`src/sv/adrc_pkg.sv`:
```
package adrc_pkg;

  localparam int FRAC_BITS = 16;
  localparam int VW = 40;               // working word
  localparam int WW = VW + 8;           // headroom for sums and short products
  localparam int MW = 2 * VW;           // full product / magnitude width
  localparam int NW = VW + FRAC_BITS;   // dividend width
  localparam int CW = 31;               // widest config register
  localparam int MUL_CNT_W = $clog2(VW + 1);
  localparam int DIV_CNT_W = $clog2(NW + 1);

  typedef logic signed [VW-1:0] val_t;
  typedef logic [VW-1:0] mag_t;
  typedef logic signed [WW-1:0] wide_t;
  typedef logic [2:0] reg_idx_t;

  localparam reg_idx_t REG_PLANT_GAIN      = 3'd0;
  localparam reg_idx_t REG_SAMPLE_PERIOD   = 3'd1;
  localparam reg_idx_t REG_SETTLING_TIME   = 3'd2;
  localparam reg_idx_t REG_OBSERVER_FACTOR = 3'd3;
  localparam reg_idx_t REG_DRIVE_MIN       = 3'd4;
  localparam reg_idx_t REG_DRIVE_MAX       = 3'd5;

  localparam longint SMAX_L = (longint'(1) <<< (VW - 1)) - 1;
  localparam longint X0_L = longint'(370) <<< FRAC_BITS;
  localparam longint X1_L = longint'(1000000) <<< FRAC_BITS;

  localparam val_t SMAX = {1'b0, {(VW-1){1'b1}}};
  localparam val_t SMIN = {1'b1, {(VW-1){1'b0}}};
  localparam val_t ONE = val_t'(longint'(1) <<< FRAC_BITS);
  localparam val_t NEG_SIX = val_t'(-(longint'(6) <<< FRAC_BITS));
  localparam val_t X0MAX = val_t'((X0_L > SMAX_L) ? SMAX_L : X0_L);
  localparam val_t X1MAX = val_t'((X1_L > SMAX_L) ? SMAX_L : X1_L);

  localparam logic [MW-1:0] MUL_RND = MW'(1) << (FRAC_BITS - 1);
  localparam int T_ROUND = 500;
  localparam int T_DIV = 1000;
  localparam int RATE_ROUND = 5;
  localparam int RATE_DIV = 10;

  localparam int SH_UP = (FRAC_BITS >= 16) ? FRAC_BITS - 16 : 0;
  localparam int SH_DN = (FRAC_BITS < 16) ? 16 - FRAC_BITS : 0;
  localparam int ROUND_DN = (SH_DN > 0) ? (1 << (SH_DN - 1)) : 0;

  function automatic wide_t ext(input val_t v);
    return {{(WW-VW){v[VW-1]}}, v};
  endfunction

  function automatic val_t sat(input wide_t v);
    if (v > ext(SMAX)) return SMAX;
    else if (v < ext(SMIN)) return SMIN;
    else return v[VW-1:0];
  endfunction

  function automatic val_t add(input val_t a, input val_t b);
    return sat(ext(a) + ext(b));
  endfunction

  function automatic val_t vneg(input val_t a);
    return sat(-ext(a));
  endfunction

  function automatic mag_t mag(input val_t v);
    return v[VW-1] ? mag_t'(-v) : mag_t'(v);
  endfunction

  function automatic val_t from_mag(input logic [MW-1:0] m, input logic ng);
    logic big;
    big = |m[MW-1:VW-1];
    if (ng) return big ? SMIN : -val_t'(m[VW-1:0]);
    else return big ? SMAX : val_t'(m[VW-1:0]);
  endfunction

  function automatic val_t rshr1(input val_t v);
    logic [VW:0] s;
    s = {1'b0, mag(v)} + (VW+1)'(1);
    return from_mag(MW'(s >> 1), v[VW-1]);
  endfunction

  function automatic val_t trunc_int(input val_t v);
    mag_t mm;
    mm = mag(v);
    mm[FRAC_BITS-1:0] = '0;
    return from_mag(MW'(mm), v[VW-1]);
  endfunction

  // Q15.16 value to the working fraction
  function automatic val_t cvt16(input wide_t v);
    mag_t mm;
    logic [VW:0] s;
    mm = mag(sat(v));
    s = ({1'b0, mm} + (VW+1)'(ROUND_DN)) >> SH_DN;
    if (FRAC_BITS >= 16) return sat(v <<< SH_UP);
    else return from_mag(MW'(s), v[WW-1]);
  endfunction

  function automatic val_t clampv(input val_t v, input val_t lim);
    if (v > lim) return lim;
    else if (v < -lim) return -lim;
    else return v;
  endfunction

endpackage

```
`src/sv/adrc_div.sv`:
```
module adrc_div import adrc_pkg::*; (
  input  logic          clk,
  input  logic          rst_n,
  input  logic          start,
  input  logic [NW-1:0] num,
  input  mag_t          den,
  output logic          done,
  output logic [NW-1:0] quo
);

  logic [DIV_CNT_W-1:0] cnt_r;
  logic busy_r, done_r;
  logic [NW-1:0] num_r;
  mag_t rem_r, den_r;
  logic [VW:0] r2, diff;
  logic ge;

  // restoring division, one quotient bit per cycle
  assign r2 = {rem_r, num_r[NW-1]};
  assign diff = r2 - {1'b0, den_r};
  assign ge = r2 >= {1'b0, den_r};

  always_ff @(posedge clk) begin
    if (!rst_n) begin
      busy_r <= 1'b0;
      done_r <= 1'b0;
      cnt_r <= '0;
    end else begin
      done_r <= 1'b0;
      if (start) begin
        busy_r <= 1'b1;
        cnt_r <= DIV_CNT_W'(NW);
      end else if (busy_r) begin
        if (cnt_r == '0) begin
          busy_r <= 1'b0;
          done_r <= 1'b1;
        end else begin
          cnt_r <= cnt_r - DIV_CNT_W'(1);
        end
      end
    end
  end

  always_ff @(posedge clk) begin
    if (start) begin
      num_r <= num;
      den_r <= den;
      rem_r <= '0;
    end else if (busy_r && cnt_r != '0) begin
      rem_r <= ge ? diff[VW-1:0] : r2[VW-1:0];
      num_r <= {num_r[NW-2:0], ge};
    end
  end

  assign done = done_r;
  assign quo = num_r;

endmodule
```
`config.mk`:
```
export PLATFORM = sky130hd
export DESIGN_NAME = adrc_div
export DESIGN_NICKNAME = d
export VERILOG_FILES = /design/src/sv/adrc_pkg.sv /design/src/sv/adrc_div.sv
export SDC_FILE = /design/constraint.sdc
export NUM_CORES = 1
export LEC_CHECK = 0
export BUFFER_PORTS_ARGS = -buffer_cell sky130_fd_sc_hd__buf_2
export CAP_MARGIN = 20
export CORE_ASPECT_RATIO = 1.5
export CORE_MARGIN = 2
export CORE_UTILIZATION = 58
export CTS_BUF_LIST = sky130_fd_sc_hd__clkbuf_2 sky130_fd_sc_hd__clkbuf_4 sky130_fd_sc_hd__clkbuf_8
export CTS_CLUSTER_DIAMETER = 80
export DETAILED_ROUTE_END_ITERATION = 8
export PLACE_DENSITY_LB_ADDON = 0.08
export SYNTH_ARGS = -nofsm -noshare
export SYNTH_HDL_FRONTEND = slang
export SYNTH_SLANG_ARGS = --single-unit
```
`constraint.sdc`:
```
create_clock -name clk -period 3.8 [get_ports clk]
set_clock_uncertainty 0.2 [all_clocks]
set_input_delay 0.19 -clock clk [delete_from_list [all_inputs] [get_ports clk]]
set_output_delay 0.19 -clock clk [all_outputs]
set_load 0.05 [all_outputs]
```
==> out/results.tsv <==
stage	metric	value	unit
logic_synthesis	async_reset_ff_share	0	%
logic_synthesis	syn_area_per_cell	10.5	um2
setup_path	worstPathRequired	3.95	ns
timing	slew_viol_final	0	
logic_synthesis	netlist_area	8260	um2
logic_synthesis	syn_nets	932	
detailed_routing	ant_nets	0	
global_routing	use_met3	6.82	%
detailed_routing	drt_iter0_drc	531	
setup_path	path_cells	inv_1, ha_1, nand2_1, o21ai_0, a211oi_2, nor4_1, a21o_4, a21oi_4, buf_4, a311o_1, a311oi_1	
final_layout	drive_above_1_share	26.9	%
detailed_routing	drt_pass1_iterations	5	
logic_synthesis	yosysWarnings	0	
job	maxCapViolCount	0	
power_and_ir_drop	p_per_area	444	nW/um2
power_and_ir_drop	vdd_drop_max	0.324	mV
global_routing	grt_pass1_vias	7608	
min_path	hold_start	start	
global_routing	top_usage_layer	met2	
timing	period_needed	3.21	ns
power_and_ir_drop	p_leak	4.57	nW
final_layout	synthToLayoutAreaGrowth	28.0	%
global_routing	grt_pass1_wl	36600	um
clocking	cts_tree	built	
timing	finalSetupTns	0	ns
timing	rsz0062_at_grt	no	
setup_path	cpPeakStageDelay	0.44	ns
setup_path	worstSetupPathType	reg -> reg	
logic_synthesis	yosysTopAreaCell	edfxtp_1	
clocking	cts_resized	0	
detailed_routing	via_count	7223	
setup_path	rr_startpoint	den_r[23]	
clocking	cts_buffer_depth	2	
global_routing	antenna_found_initial	0	
floorplan	die_w	101	um
logic_synthesis	synth-seq-cells	144	
global_routing	grt_usage	31.2	%
clocking	insertion_delay	0.46	ns
logic_synthesis	ys.flop_type	edfxtp_1	
floorplan	rows	53	
detailed_routing	drc	0	
logic_synthesis	netlist_top_cells_area	edfxtp_1, dfxtp_1, mux2_2	
global_routing	grt_overflow	0	
clocking	clock-sinks	144	
timing	finalHoldViolCount	0	
final_layout	nNetsFinal	1176	
min_path	hold_depth	2	
floorplan	coreArea	14000	um2
logic_synthesis	synth-edff-count	96	
clocking	post_cts_buffers	0	
min_path	min-delay-path-class	in -> reg	
logic_synthesis	synth.yosys.seq_area_share	46.6	%
min_path	min_to	den_r[7]	
floorplan	die_area	15200	um2
floorplan	start_util	59.0	%
final_layout	antenna_cells	0	
logic_synthesis	netlist.area_leader.share	34.9	%
setup_path	crit_fanout	14	
setup_path	ff2ff_path_depth	11	
timing	fmax	312	MHz
clocking	clk_pin_slew_worst_paths	0.09	ns
timing	finalCritPeriodShare	84.5	%
clocking	cts-htree-levels	4	
detailed_routing	via_per_inst	5.83	
global_routing	met1_usage	33.8	%
logic_synthesis	netlist_instances	790	
timing	tightest_slew	0.772	ns
global_routing	grtUsageMet2	57.6	%
placement	io_buffers	155	
setup_path	rrSetupSlack	0.59	ns
setup_path	r2r_end	rem_r[33]	
placement	place_congestion	0.934	
setup_path	critPathSlowestCell	nor4_1	
floorplan	ios	156	
detailed_routing	wl	23200	um
placement	place_ws	0.624	ns
placement	dp_cells	1110	
floorplan	fp.dieH	150	um
setup_path	cp_top_family	compound AO/OA/AOI/OAI gates	
final_layout	instances_no_fill	1239	
setup_path	setup.worst_path.end_class	register	
global_routing	grt_max_degree	115	
placement	dp.final_hpwl	14800	um
detailed_routing	wl_per_cell	18.7	um
logic_synthesis	synth_cell_types	75	
clocking	clockRootBuffer	clkbuf_8	
timing	setup_ws	0.591	ns
setup_path	cp.arrival	3.36	ns
clocking	numCtsBuffers	17	
timing	relSlewSlack	48.0	%
run_status	outcome	completed	
timing	finalSetupViolCount	0	
setup_path	worst_setup_path_start_kind	register	
setup_path	worst-path-buf-inv	2	
metrics by stage:
stage / hold slack, ns / power (W) / util [%] / cell area (um2)
floorplan: 0.0889 / 0.00297 / - / 8260
global placement: 0.166 / 0.00328 / 65.7 / 9190
detailed placement: 0.168 / 0.00330 / 65.7 / 9190
CTS: 0.160 / 0.00465 / 75.5 / 10600
global route: 0.179 / 0.00489 / 75.5 / 10600
finish: 0.145 / 0.00470 / 75.5 / 10600
power breakdown:
group	switching, W	total [W]	internal, W
logic	0.000907	0.00145	0.000542
registers	0.0000956	0.00194	0.00185
clock network	0.000616	0.00130	0.000687
flip-flops by register name, summed over array words and instances, names as in the netlist:
signal and count:
quo 56, den_r 40, rem_r 40, cnt_r 6
busy_r 1, done 1
metal layers:
| metal | share of wire [%] | up-vias |
|---|---|---|
| met5 | 0 | - |
| met1 | 36 | 3440 |
| li1 | - | 3394 |
| met2 | 55 | 310 |
| met4 | 3.6 | 0 |
| met3 | 5.9 | 79 |
timing repair:
action | CTS | global route
hold buffers | 97 | 0
endpoints found under the setup margin | 0 | 0
hold endpoints to repair | 104 | 0
layout make-up:
cell class / count / area (um2)
multi-input combinational: 551 / 4010
sequential: 144 / 3840
fill: 977 / 3420
timing repair buffer: 264 / 1850
clock buffer: 22 / 272
tap: 192 / 240
inverter: 56 / 210
clock inverter: 10 / 139
worst max-delay path by stage:
stage,slack (ns),cells after the start,start,endpoint
finish,0.59,11,den_r[23],rem_r[33]
detailed placement,0.62,11,den_r[22],rem_r[33]
global route,0.45,11,den_r[24],rem_r[33]
floorplan,0.79,12,quo[55],rem_r[38]
global placement,0.71,11,den_r[26],quo[0]
CTS,0.57,11,den_r[22],rem_r[33]
worst reg2reg max path, cell delays in order, from the launching register on:
cell      delay, ns
edfxtp_1       0.34
inv_1          0.04
ha_1           0.39
nand2_1        0.14
o21ai_0        0.35
a211oi_2       0.10
nor4_1         0.44
a21o_4         0.23
a21oi_4        0.05
buf_4          0.23
a311o_1        0.34
a311oi_1       0.25
synth_stat cells, types with 8 or more instances:
cell type	count
a31oi_1	16
a311oi_2	8
ha_1	42
o21ai_0	35
dfxtp_1	48
edfxtp_1	96
a21o_1	24
nor3_1	8
nand3_1	18
a21oi_1	42
clkbuf_1	20
nand2_1	88
nor2_1	39
xor2_1	18
mux2_2	56
inv_1	56
xnor2_1	19
buf_2	11
layout by cell type (no fill, tap or decap), drive strengths merged, types with 4 or more instances in the layout:
cell type and count:
nor4 4, dlygate4sd3 97, mux2 56, a21oi 44
ha 42, and4 5, a211oi 7, edfxtp 96
xnor2 19, nand4 5, o22ai 5, inv 58
nand3 18, o21bai 5, nand2b 5, a31oi 16
mux2i 4, xor2 18, o21ai 37, a21o 25
a311oi 11, and3 7, o31ai 5, o211ai 5
nor3 8, a21boi 6, dfxtp 48, nor2 39
nand2 88, a2bb2oi 4, o21a 7, clkbuf 22
and2 8, buf 167, or2 5
logic make-up after synthesis:
logic type	Yosys count	synth area share, %
compound gates	207	18.1
simple gates	204	11.8
flops	144	46.6
buf+inv	95	4.94
mux	60	8.12
fa+ha+maj	43	6.61
xor+xnor	37	3.92
No activity file was read; power rests on OpenSTA's default activity.
