`src/sv/adrc_pkg.sv`:
```
package adrc_pkg;

  localparam int FRAC_BITS = 16;
  localparam int VW = 40;               // working word
  localparam int WW = VW + 8;           // headroom for sums and short products
  localparam int MW = 2 * VW;           // full product / magnitude width
  localparam int NW = VW + FRAC_BITS;   // dividend width
  localparam int CW = 31;               // widest config register
  localparam int MUL_CNT_W = $clog2(VW + 1);
  localparam int DIV_CNT_W = $clog2(NW + 1);

  typedef logic signed [VW-1:0] val_t;
  typedef logic [VW-1:0] mag_t;
  typedef logic signed [WW-1:0] wide_t;
  typedef logic [2:0] reg_idx_t;

  localparam reg_idx_t REG_PLANT_GAIN      = 3'd0;
  localparam reg_idx_t REG_SAMPLE_PERIOD   = 3'd1;
  localparam reg_idx_t REG_SETTLING_TIME   = 3'd2;
  localparam reg_idx_t REG_OBSERVER_FACTOR = 3'd3;
  localparam reg_idx_t REG_DRIVE_MIN       = 3'd4;
  localparam reg_idx_t REG_DRIVE_MAX       = 3'd5;

  localparam longint SMAX_L = (longint'(1) <<< (VW - 1)) - 1;
  localparam longint X0_L = longint'(370) <<< FRAC_BITS;
  localparam longint X1_L = longint'(1000000) <<< FRAC_BITS;

  localparam val_t SMAX = {1'b0, {(VW-1){1'b1}}};
  localparam val_t SMIN = {1'b1, {(VW-1){1'b0}}};
  localparam val_t ONE = val_t'(longint'(1) <<< FRAC_BITS);
  localparam val_t NEG_SIX = val_t'(-(longint'(6) <<< FRAC_BITS));
  localparam val_t X0MAX = val_t'((X0_L > SMAX_L) ? SMAX_L : X0_L);
  localparam val_t X1MAX = val_t'((X1_L > SMAX_L) ? SMAX_L : X1_L);

  localparam logic [MW-1:0] MUL_RND = MW'(1) << (FRAC_BITS - 1);
  localparam int T_ROUND = 500;
  localparam int T_DIV = 1000;
  localparam int RATE_ROUND = 5;
  localparam int RATE_DIV = 10;

  localparam int SH_UP = (FRAC_BITS >= 16) ? FRAC_BITS - 16 : 0;
  localparam int SH_DN = (FRAC_BITS < 16) ? 16 - FRAC_BITS : 0;
  localparam int ROUND_DN = (SH_DN > 0) ? (1 << (SH_DN - 1)) : 0;

  function automatic wide_t ext(input val_t v);
    return {{(WW-VW){v[VW-1]}}, v};
  endfunction

  function automatic val_t sat(input wide_t v);
    if (v > ext(SMAX)) return SMAX;
    else if (v < ext(SMIN)) return SMIN;
    else return v[VW-1:0];
  endfunction

  function automatic val_t add(input val_t a, input val_t b);
    return sat(ext(a) + ext(b));
  endfunction

  function automatic val_t vneg(input val_t a);
    return sat(-ext(a));
  endfunction

  function automatic mag_t mag(input val_t v);
    return v[VW-1] ? mag_t'(-v) : mag_t'(v);
  endfunction

  function automatic val_t from_mag(input logic [MW-1:0] m, input logic ng);
    logic big;
    big = |m[MW-1:VW-1];
    if (ng) return big ? SMIN : -val_t'(m[VW-1:0]);
    else return big ? SMAX : val_t'(m[VW-1:0]);
  endfunction

  function automatic val_t rshr1(input val_t v);
    logic [VW:0] s;
    s = {1'b0, mag(v)} + (VW+1)'(1);
    return from_mag(MW'(s >> 1), v[VW-1]);
  endfunction

  function automatic val_t trunc_int(input val_t v);
    mag_t mm;
    mm = mag(v);
    mm[FRAC_BITS-1:0] = '0;
    return from_mag(MW'(mm), v[VW-1]);
  endfunction

  // Q15.16 value to the working fraction
  function automatic val_t cvt16(input wide_t v);
    mag_t mm;
    logic [VW:0] s;
    mm = mag(sat(v));
    s = ({1'b0, mm} + (VW+1)'(ROUND_DN)) >> SH_DN;
    if (FRAC_BITS >= 16) return sat(v <<< SH_UP);
    else return from_mag(MW'(s), v[WW-1]);
  endfunction

  function automatic val_t clampv(input val_t v, input val_t lim);
    if (v > lim) return lim;
    else if (v < -lim) return -lim;
    else return v;
  endfunction

endpackage

```
`src/sv/adrc_mul.sv`:
```
module adrc_mul import adrc_pkg::*; (
  input  logic clk,
  input  logic rst_n,
  input  logic start,
  input  val_t a,
  input  val_t b,
  output logic done,
  output val_t res
);

  logic [MUL_CNT_W-1:0] cnt_r;
  logic busy_r, done_r, neg_r;
  mag_t mc_r, hi_r, lo_r;
  val_t res_r;
  logic [VW:0] sum;

  // one multiplier bit per cycle, low half shifts out into lo_r
  assign sum = {1'b0, hi_r} + (lo_r[0] ? {1'b0, mc_r} : '0);

  always_ff @(posedge clk) begin
    if (!rst_n) begin
      busy_r <= 1'b0;
      done_r <= 1'b0;
      cnt_r <= '0;
    end else begin
      done_r <= 1'b0;
      if (start) begin
        busy_r <= 1'b1;
        cnt_r <= MUL_CNT_W'(VW);
      end else if (busy_r) begin
        if (cnt_r == '0) begin
          busy_r <= 1'b0;
          done_r <= 1'b1;
        end else begin
          cnt_r <= cnt_r - MUL_CNT_W'(1);
        end
      end
    end
  end

  always_ff @(posedge clk) begin
    if (start) begin
      mc_r <= mag(a);
      lo_r <= mag(b);
      hi_r <= '0;
      neg_r <= a[VW-1] ^ b[VW-1];
    end else if (busy_r && cnt_r != '0) begin
      hi_r <= sum[VW:1];
      lo_r <= {sum[0], lo_r[VW-1:1]};
    end else if (busy_r) begin
      // round to nearest, ties away from zero, then saturate
      res_r <= from_mag(({hi_r, lo_r} + MUL_RND) >> FRAC_BITS, neg_r);
    end
  end

  assign done = done_r;
  assign res = res_r;

endmodule

```
`config.mk`:
```
export PLATFORM = sky130hd
export DESIGN_NAME = adrc_mul
export DESIGN_NICKNAME = d
export VERILOG_FILES = /design/src/sv/adrc_pkg.sv /design/src/sv/adrc_mul.sv
export SDC_FILE = /design/constraint.sdc
export NUM_CORES = 1
export LEC_CHECK = 0
export BUFFER_PORTS_ARGS = -buffer_cell sky130_fd_sc_hd__buf_2
export CORE_MARGIN = 2
export CORE_UTILIZATION = 60
export CTS_BUF_LIST = sky130_fd_sc_hd__clkbuf_4
export CTS_CLUSTER_DIAMETER = 60
export CTS_CLUSTER_SIZE = 20
export DETAILED_ROUTE_END_ITERATION = 16
export GPL_TIMING_DRIVEN = 0
export PLACE_DENSITY = 0.85
export SLEW_MARGIN = 0
export SYNTH_ARGS = -nofsm -noshare
export SYNTH_HDL_FRONTEND = slang
export SYNTH_SLANG_ARGS = --single-unit
```
`constraint.sdc`:
```
create_clock -name clk -period 8.2 [get_ports clk]
set_input_delay 1.64 -clock clk [delete_from_list [all_inputs] [get_ports clk]]
set_output_delay 1.64 -clock clk [all_outputs]
set_load 0.005 [all_outputs]
```
==> results of run 1 <==
[area by class of cell]
type,instances,area [sq um]
clock inverter,14,161
timing repair buffer,127,671
inverter,20,75.1
sequential,169,4590
fill,1724,6840
clock buffer,18,135
multi-input combinational,1222,7980
buffer,81,350
antenna,1,2.50
tap,275,344
[worst paths after layout]
kind,from,to,slack [ns],cells after the start
worst max-delay path,lo_r[15],res[36],3.37,11
worst min register to register,cnt_r[1],cnt_r[1],0.54,2
worst max register to register,lo_r[15],res[36],3.37,11
worst min-delay path,cnt_r[1],cnt_r[1],0.54,2
[Yosys cell counts (4+ instances only)]
master | n | share of area [%]
nand2_1 | 154 | 4.4
a21oi_1 | 125 | 4.8
edfxtp_1 | 121 | 28
nor2_1 | 109 | 3.1
xnor2_1 | 88 | 5.9
xor2_1 | 70 | 4.7
o21ai_0 | 64 | 2.5
clkbuf_1 | 58 | 1.7
nand3_1 | 53 | 2.0
and2_1 | 52 | 2.5
dfxtp_1 | 48 | 7.4
ha_1 | 46 | 4.4
a21o_1 | 43 | 2.5
nand4_1 | 33 | 1.6
nor3_1 | 32 | 1.2
o31ai_1 | 28 | 1.6
and3_1 | 21 | 1.0
inv_1 | 20 | 0.58
or4_1 | 20 | 1.2
a31oi_1 | 19 | 0.91
mux2i_1 | 19 | 1.5
nand2b_1 | 18 | 0.87
o21a_1 | 16 | 0.92
or3_1 | 16 | 0.77
nor4_1 | 15 | 0.72
a211oi_1 | 13 | 0.75
and4_1 | 13 | 0.88
nand3b_1 | 12 | 0.69
mux2_2 | 10 | 0.87
buf_1 | 9 | 0.26
o211ai_1 | 9 | 0.52
o41ai_1 | 9 | 0.61
nor2b_1 | 8 | 0.39
o221ai_1 | 8 | 0.54
buf_2 | 7 | 0.27
nand4b_1 | 7 | 0.47
or2_2 | 7 | 0.34
o22ai_1 | 6 | 0.29
a21boi_0 | 5 | 0.29
o2111ai_1 | 5 | 0.34
o21ai_1 | 5 | 0.19
buf_4 | 4 | 0.23
nor3b_1 | 4 | 0.23
o21bai_1 | 4 | 0.23
[per-layer routing]
metal / track usage (%) / up-vias / wire, um
met3: 4.13 / 62 / 2630
met1: 41.9 / 5549 / 14700
li1: - / 5868 / -
met2: 46.2 / 526 / 15200
met5: 0 / - / 0
met4: 9.11 / 0 / 804
[through the flow]
step                      instances  power (mW)  setup slack, ns
final                          1927        2.34             3.37
after global routing           1927        2.46             3.07
after CTS                      1925        2.33             3.45
after detailed placement       1893        1.83             3.32
after global placement         1890        1.80             1.52
after floorplan                1492        1.61             2.86
[state kept, by name, summed over array words and instances (netlist names)]
register  cells
hi_r         40
lo_r         40
mc_r         40
res          40
cnt_r         6
busy_r        1
done          1
neg_r         1
[power by group through the flow]
stage	clock network (mW)	registers, mW	logic (mW)
3_5_place_dp	0	1.10	0.734
5_1_grt	0.546	1.09	0.825
6_report	0.512	1.08	0.751
2_1_floorplan	0	1.08	0.536
3_3_place_gp	0	1.09	0.710
4_1_cts	0.515	1.08	0.739
[cells by family (layout without fill, tap and decap cells)]
kind of cell             count (synthesis)  count (layout)  synth area share [%]
AND/OR/NAND/NOR                        592             592                  23.9
multiplexers                            29              29                  2.33
adder cells (fa/ha/maj)                 47              47                  4.58
buffers and inverters                  101             260                  3.27
flip-flops                             169             169                  35.4
XOR/XNOR                               158             158                  10.6
other                                    0               1                     0
AO/OA/AOI/OAI                          396             396                  19.9
[critical path: stages, from the launching register on]
cell and delay (ns):
edfxtp_1 0.60, ha_1 0.34, and3_1 0.18, clkbuf_1 0.26, nand3_1 0.35, nor3_1 0.82
nand2_1 0.14, xor2_1 0.38, nor4bb_1 0.88, nand4b_1 0.21, mux2i_1 0.19, a21o_1 0.21
==> results.cfg, run 1 <==
[route]
viasPerCell = 6.23
wl_um = 33400
vias = 12000
drt_iter0_drc = 1083
first_pass_iters = 6
drc_errors = 0
drtAntennaViolNets = 0
wl_per_cell_um = 17.3

[setup_path]
cp_max_fo = 10
arrival_ns = 5.16
startpoint_type = flip-flop
endpoint_kind = flip-flop
required_ns = 8.53
worstSetupPathType = reg2reg

[pwr]
p_switching_mw = 0.833
clockPowerShare_pct = 21.9
max-vdd-ir-drop_mv = 0.0920
sw_frac_of_total_pct = 35.6
intPower_mw = 1.51
p_leak_nw = 5.45
pwr-share-comb_pct = 32.1
seqPwrFrac_pct = 46.1
power_density_mw_per_mm2 = 164

[sta]
hold_slack_ns = 0.537
rsz0062_at_grt = no
worstMarginPinSlew_ns = 1.04
fin_crit_ns = 4.83
final_max_slew_viol_count = 0
fmax_mhz = 207
finalSetupViolations = 0
hold_violations = 0
finClkSkew_ns = 0.0295
max-slew-margin-rel_pct = 29.4
setup_tns_ns = 0
timing.final.crit_share_pct = 58.9

[cts]
ctsHtreeMaxLevel = 4
clockBufferDepth = 2
ctsResizeCount = 0
clk_pin_slew_ns = 0.15
postCtsSetupBuffers = 0
cts_buffers = 17
cts_hold_buf = 0
worst_skew_pair.late_latency_ns = 0.59
clock-root-buffer = clkbuf_4
cts.sinks = 169
tritoncts = done

[finish]
layout.nets = 1768
fin_area_sq_mm = 0.0143
layout_commonest_cell = nand2_1
syn_to_final_growth_pct = 10.1
drive_gt1_share_pct = 12.4
final_cell_mix = nand2_1 (154), buf_2 (130), a21oi_1 (125), edfxtp_1 (121), nor2_1 (109)
fin_util_pct = 67.7

[synth]
synthDistinctLibCells = 84
syn_nets = 1622
synth_edf_count = 121
yosys_warnings = 0
syn_area_sq_mm = 0.0130
avgSynthCellArea_sq_um = 8.71
ys_seq_elements = 169
synth_ff_type = edfxtp_1
netlist_instances = 1492
synth-seq-area-share_pct = 35.4
ys_async_sr_fraction_pct = 0

[global_route]
grt_use_total_pct = 29.3
grt_pass1_vias = 10700
grt_max_degree = 43
antenna_found_initial = 1
grt_pass1_wl_um = 53600
overflow = 0

[worst_hold_path]
hold_class = reg2reg

[placed_design]
io_buffers = 123
place_congestion = 0.947
dpl_cell_area_sq_mm = 0.0140
hpwl_um = 26000

[outcome]
outcome = finished, final reports clean

[floorplan]
dieArea_sq_mm = 0.0229
ioPinCount = 124
start_util_pct = 61.4
die_w_um = 151
num_rows = 53
die_y_um = 151
core-area_sq_mm = 0.0212

[job]
drv_cap = 0
Note: power is estimated with default switching activity, not from simulation.
==> run 2, diff against run 1 <==
clock period = 4.7 ns   (was 8.2 ns; I/O delays follow)
==> run 2 against run 1 <==
Utilization grew 0.12 points. Critical path type unchanged. Critical endpoint is now res[20]. Cell count about the same. Fmax is 10% higher.
==> results.cfg, run 2 (synthesis gave the netlist of run 1 again) <==
[outcome]
outcome = finished, final reports clean

[global_route]
overflow = 0
grt_use_total_pct = 29.3
grt_pass1_vias = 10700
grt_max_degree = 43
antenna_found_initial = 1
grt_pass1_wl_um = 53600

[pwr]
max-vdd-ir-drop_mv = 0.162
finalPower_mw = 4.09
power_density_mw_per_mm2 = 285
p_leak_nw = 5.44

[placed_design]
io_buffers = 123
hpwl_um = 26000
dpl.cell_count = 1893
dpl_cell_area_sq_mm = 0.0140
place_congestion = 0.947
dp_slack_ns = -0.0117

[setup_path]
r2r_setup_slack_ns = 0.32
required_ns = 5.03
arrival_ns = 4.72
cp_max_fo = 10
endpoint_kind = flip-flop
startpoint_type = flip-flop
worstSetupPathType = reg2reg

[worst_hold_path]
hold_class = reg2reg

[finish]
fin_area_sq_mm = 0.0143
fill_cells = 1714
fin_util_pct = 67.8
syn_to_final_growth_pct = 10.3
drive_gt1_share_pct = 12.7
final_cell_mix = nand2_1 (153), buf_2 (130), a21oi_1 (125), edfxtp_1 (121), nor2_1 (109)
regArea_sq_mm = 0.00459
multi_input_area_sq_mm = 0.00801
layout.nets = 1767
layout_commonest_cell = nand2_1
stdcell_count = 1926

[sta]
hold_violations = 0
timing.final.crit_share_pct = 93.3
finalSetupViolations = 0
setup_tns_ns = 0
worst_slack_ns = 0.315
max-slew-margin-rel_pct = 34.2
hold_slack_ns = 0.537
worstMarginPinSlew_ns = 0.982
rsz0062_at_grt = no
fin_crit_ns = 4.38
final_max_slew_viol_count = 0
fmax_mhz = 228
finClkSkew_ns = 0.0323

[floorplan]
core-area_sq_mm = 0.0212
die_y_um = 151
num_rows = 53
die_w_um = 151
start_util_pct = 61.4
dieArea_sq_mm = 0.0229
ioPinCount = 124

[route]
drc_errors = 0
wl_per_cell_um = 17.3
drtAntennaViolNets = 0
vias = 12000
viasPerCell = 6.25
drt_iter0_drc = 1163
wl_um = 33300
first_pass_iters = 5

[cts]
cts_buffers = 17
ctsHtreeMaxLevel = 4
tritoncts = done
cts.sinks = 169
clockBufferDepth = 2
cts_hold_buf = 0
worst_skew_pair.late_latency_ns = 0.59
postCtsSetupBuffers = 0
clock-root-buffer = clkbuf_4
clk_pin_slew_ns = 0.16

[job]
drv_cap = 0
-- run 2: cell types whose count changed in the layout (fill, tap and decap cells not counted) --
cell and delta:
nor3_1 -3, nor3_2 +3, clkbuf_2 -1, nand2_1 -1, nand2_2 +1, nor4_1 -1, nor4_2 +1, nor4bb_1 -1
nor4bb_2 +1
-- run 2: layout make-up --
cell class	count	area share, %
clock buffers	18	0.942
clock inverters	14	1.13
plain buffers	81	2.44
multi-input cells	1222	55.9
diodes	1	0.0175
repair buffers	126	4.64
flip-flops and latches	169	32.0
well taps	275	2.40
inverters	20	0.524
-- run 2: final timing paths --
kind            start       end  depth (start not counted)
min          cnt_r[1]  cnt_r[1]                          2
min reg2reg  cnt_r[1]  cnt_r[1]                          2
max          lo_r[15]   res[20]                         11
max reg2reg  lo_r[15]   res[20]                         11
-- run 2: repair_timing --
item,in CTS,in global routing
gates resized for setup,1,5
pin swaps,0,0
gates cloned,0,0
setup endpoints to repair,6,13
-- run 2: worst max-delay path: stages, from the launching register on --
cell	delay (ns)
edfxtp_1	0.60
ha_1	0.34
and3_1	0.18
clkbuf_1	0.26
nand4_1	0.19
nor4_2	0.73
nand4_1	0.20
xor2_1	0.35
o2111ai_1	0.22
nand4b_2	0.48
nand2_2	0.36
o221ai_1	0.19
-- run 2: where the power goes --
part | internal (mW) | total [mW] | switching, mW
clock | 0.335 | 0.896 | 0.561
sequential | 1.78 | 1.88 | 0.104
combinational | 0.521 | 1.31 | 0.794
-- run 2: layer usage --
| layer | up-vias | GRT usage, % | share of wire [%] |
|---|---|---|---|
| met2 | 573 | 46.0 | 45 |
| met3 | 72 | 4.37 | 7.9 |
| met1 | 5517 | 41.8 | 44 |
| met4 | 0 | 9.44 | 2.6 |
| met5 | - | 0 | 0 |
| li1 | 5875 | - | - |
